File: src/sv/bst_pkg.sv
// bst_pkg: shared types and constants of the background SAD threshold block
// no dependencies; used by bst_cfg_regs, bst_datapath and background_sad_threshold

package bst_pkg;

	// register widths and fixed-point formats
	localparam int ALPHA_W    = 16;
	localparam int COEFF_W    = 16;
	localparam int BG_FRAC    = 16;
	localparam int COEFF_FRAC = 8;

	// configuration register map
	localparam int CFG_IDX_W = 1;
	localparam logic [CFG_IDX_W-1:0] REG_FILTER_ALPHA    = 1'd0;
	localparam logic [CFG_IDX_W-1:0] REG_THRESHOLD_COEFF = 1'd1;

	// register reset values
	localparam logic [ALPHA_W-1:0] ALPHA_RESET = 16'd64880;
	localparam logic [COEFF_W-1:0] COEFF_RESET = 16'd256;

	// current configuration as seen by the datapath
	typedef struct packed {
		logic [ALPHA_W-1:0] alpha;
		logic [COEFF_W-1:0] coeff;
	} bst_cfg_t;

endpackage

File: src/sv/bst_cfg_regs.sv
// bst_cfg_regs: filter_alpha and threshold_coeff registers behind the write port
// depends on bst_pkg

module bst_cfg_regs (
	input  logic                            clk,
	input  logic                            arst_n,
	input  logic                            cfg_wr_en,
	input  logic [bst_pkg::CFG_IDX_W-1:0]   cfg_index,
	input  logic [bst_pkg::ALPHA_W-1:0]     cfg_wdata,
	output bst_pkg::bst_cfg_t               cfg
);
	import bst_pkg::*;

	logic [ALPHA_W-1:0] alpha_q;
	logic [COEFF_W-1:0] coeff_q;

	// register writes, decoded by index
	always_ff @(posedge clk or negedge arst_n) begin
		if (!arst_n) begin
			alpha_q <= ALPHA_RESET;
			coeff_q <= COEFF_RESET;
		end else if (cfg_wr_en) begin
			case (cfg_index)
				REG_FILTER_ALPHA:    alpha_q <= cfg_wdata;
				REG_THRESHOLD_COEFF: coeff_q <= COEFF_W'(cfg_wdata);
				default: ;
			endcase
		end
	end

	assign cfg.alpha = alpha_q;
	assign cfg.coeff = coeff_q;

endmodule

File: config.mk
export PLATFORM = sky130hd
export DESIGN_NAME = bst_cfg_regs
export DESIGN_NICKNAME = d
export VERILOG_FILES = /design/src/sv/bst_pkg.sv /design/src/sv/bst_cfg_regs.sv
export SDC_FILE = /design/constraint.sdc
export NUM_CORES = 1
export LEC_CHECK = 0
export BUFFER_PORTS_ARGS = -buffer_cell sky130_fd_sc_hd__clkbuf_2
export CAP_MARGIN = 15
export CELL_PAD_IN_SITES_DETAIL_PLACEMENT = 1
export CELL_PAD_IN_SITES_GLOBAL_PLACEMENT = 2
export CORE_MARGIN = 1
export CORE_UTILIZATION = 31
export CTS_CLUSTER_SIZE = 24
export DETAILED_ROUTE_END_ITERATION = 10
export PLACE_DENSITY = 0.88
export SLEW_MARGIN = 5
export SYNTH_ARGS = -nofsm -noshare
export SYNTH_HDL_FRONTEND = slang
export SYNTH_SLANG_ARGS = --single-unit
export TNS_END_PERCENT = 10
File: constraint.sdc
create_clock -name clk -period 0.9 [get_ports clk]
set_input_delay 0 -clock clk [delete_from_list [all_inputs] [get_ports clk]]
set_output_delay 0 -clock clk [all_outputs]
set_load 0.02 [all_outputs]
==> run summary <==
status = complete, but fails checks
failing checks = setup timing
fillers = 391
Worst-Margin Slew = 387 ps
Placed Instance Area = 1600 um^2
P_sw = 1140 uW
worst-path maximum fanout = 2
Comb pwr share = 27.0%
Seq cells post-synth = 32
Worst Path Buf+Inv = 1
worst hold path type = input pin to flop
WP data required = 900 ps
Clock Latency Late Sink = 270 ps
fin area = 1990 um^2
Setup Crit Path Kind = flop to output port
PwrDens = 2090 nW/um^2
Syn Inst Count = 69
MaxCap Viol Count = 0
routed vias = 852
Final Setup Violations = 11
total I/O pin count = 52
Die W = 65.9 um
register share of total power = 44.7%
number of diodes = 0
average wire per cell in the routed design = 14.7 um
Root Buffer Master = clkbuf_8
routability cong. = 0.624
Synth Cell Area = 1270 um^2
CTS Buffer Depth = 2
Final WS setup = -42.5 ps
die area = 4340 um^2
# DRC = 0
Sw Ratio = 27.5%
Storage cell area = 815 um^2
Crit path largest cell delay = 550 ps
CTS tree = yes
CP Capture Type = output port
vias in the first global route = 972
TritonCTS buffer count = 5
area occupied by multi-input gates = 418 um^2
largest net degree at the start of global routing = 33
I/O Buffers = 51
Final Skew = 0 ps
post-synth cell types = 7
starting DRC count in detailed routing = 34
antenna violations before repair = 0
core area = 3800 um^2
Post-Syn Nets = 89
Final Critical Period = 943 ps
final period utilization = 105%
clock share of power = 28.3%
initial core utilization = 33.3%
Fmax achieved = 1060 MHz
maximum level of the CTS H-tree = 2
LEAKAGE = 0.000940 uW
Seq/Total Area, Yosys = 64.3%
internal power = 3010 uW
first-pass GRT wire length = 4860 um
nets@finish = 166
pre-CTS WS = 4.89 ps
Final Hold Fails = 0
crit start category = flop
Slew HR = 74.2%
worst vdd ir = 0.959 mV
synthesis warning total = 0
RSZ-0062 raised after global routing = true
crit path cell chain = buf_8
DR vias/cell = 4.37
Detailed Route WL = 2870 um
Die Y = 65.9 um
row cnt = 22
Total GRT Usage = 15.8%
Worst Path Arrival = 940 ps
Top delay family on crit path = flip-flops
ANT nets after route = 0
GRT overflow = 0
share of cells above drive strength 1 = 73.5%
drt first pass iters = 2
clk slew on worst S/H paths = 60 ps
Final Max Slew Viols = 0
Synth-to-Final Area Change = 57.2%
Syn Area/Cell = 18.4 um^2
clock sinks = 32
Crit-path slowest cell = dfstp_2
kinds of logic (layout without fill, tap and decap cells):
logic type    Yosys count  count (layout)  synth area share (%)
flops                  32              32                  64.3
simple gates            2               2                  1.58
buf+inv                 3              81                  2.67
mux                    32              32                  31.4
layout by cell type (no fill, tap or decap), drive strengths merged:
| master | count |
|---|---|
| buf | 16 |
| clkbuf | 48 |
| dfrtp | 21 |
| dfstp | 11 |
| dlygate4sd3 | 17 |
| mux2 | 32 |
| nand2 | 1 |
| nor2b | 1 |
cell type report:
cell class | count | area share, %
timing repair buffer | 73 | 30.0
sequential | 32 | 40.9
multi-input combinational | 34 | 21.0
clock buffer | 8 | 5.03
tap | 48 | 3.02
power by group through the flow:
stage	Clock, uW	Combinational [uW]	Sequential (uW)
after floorplan	0	290	2110
after global placement	0	895	1830
after detailed placement	0	924	1850
after CTS	1230	1100	1840
after global routing	1300	1200	1890
final	1170	1120	1860
synth_stat cells, drive strengths merged:
library cell  count  area [um^2]
mux2             32          398
buf               3         33.8
dfstp            11          289
dfrtp            21          526
nor2b             1         13.8
nand2             1         6.26
path summary, 6_finish.rpt:
path / depth (start not counted) / slack (ps) / from / to
worst max-delay path: 1 / -40 / coeff_q[8] / cfg[8]
worst min-delay path: 4 / 230 / cfg_wr_en / coeff_q[3]
worst max register to register: 2 / 70 / alpha_q[6] / alpha_q[6]
worst min register to register: 1 / 500 / coeff_q[15] / coeff_q[15]
max in group asynchronous: 3 / 300 / arst_n / alpha_q[14]
min in group asynchronous: 3 / 280 / arst_n / alpha_q[2]
timing repair:
item,CTS,global route
hold buffers,17,0
gates resized for setup,21,11
hold endpoints to repair,53,0
setup buffers,1,0
setup endpoints to repair,11,11
flip-flops by register name, summed over array words and instances (netlist names):
register,flops
coeff_q,16
alpha_q,16
routing by layer:
layer / up-vias / track usage [%] / share of wire (%)
met4: 0 / 6.52 / 1.2
met2: 32 / 28.1 / 55
met5: - / 0 / 0
met1: 423 / 16.9 / 37
met3: 5 / 5.17 / 6.2
li1: 392 / - / -
through the flow:
stage | total power (uW) | hold WS, ps | util (%) | std cells | TNS, ps
detailed placement | 2770 | 40.7 | 42.2 | 169 | 0
floorplan | 2400 | -296 | - | 69 | 0
global route | 4380 | 235 | 52.4 | 195 | -732
finish | 4150 | 233 | 52.4 | 195 | -382
CTS | 4170 | 234 | 52.0 | 195 | -702
global placement | 2730 | 29.0 | 42.2 | 169 | 0
No activity file was read; power rests on OpenSTA's default activity.
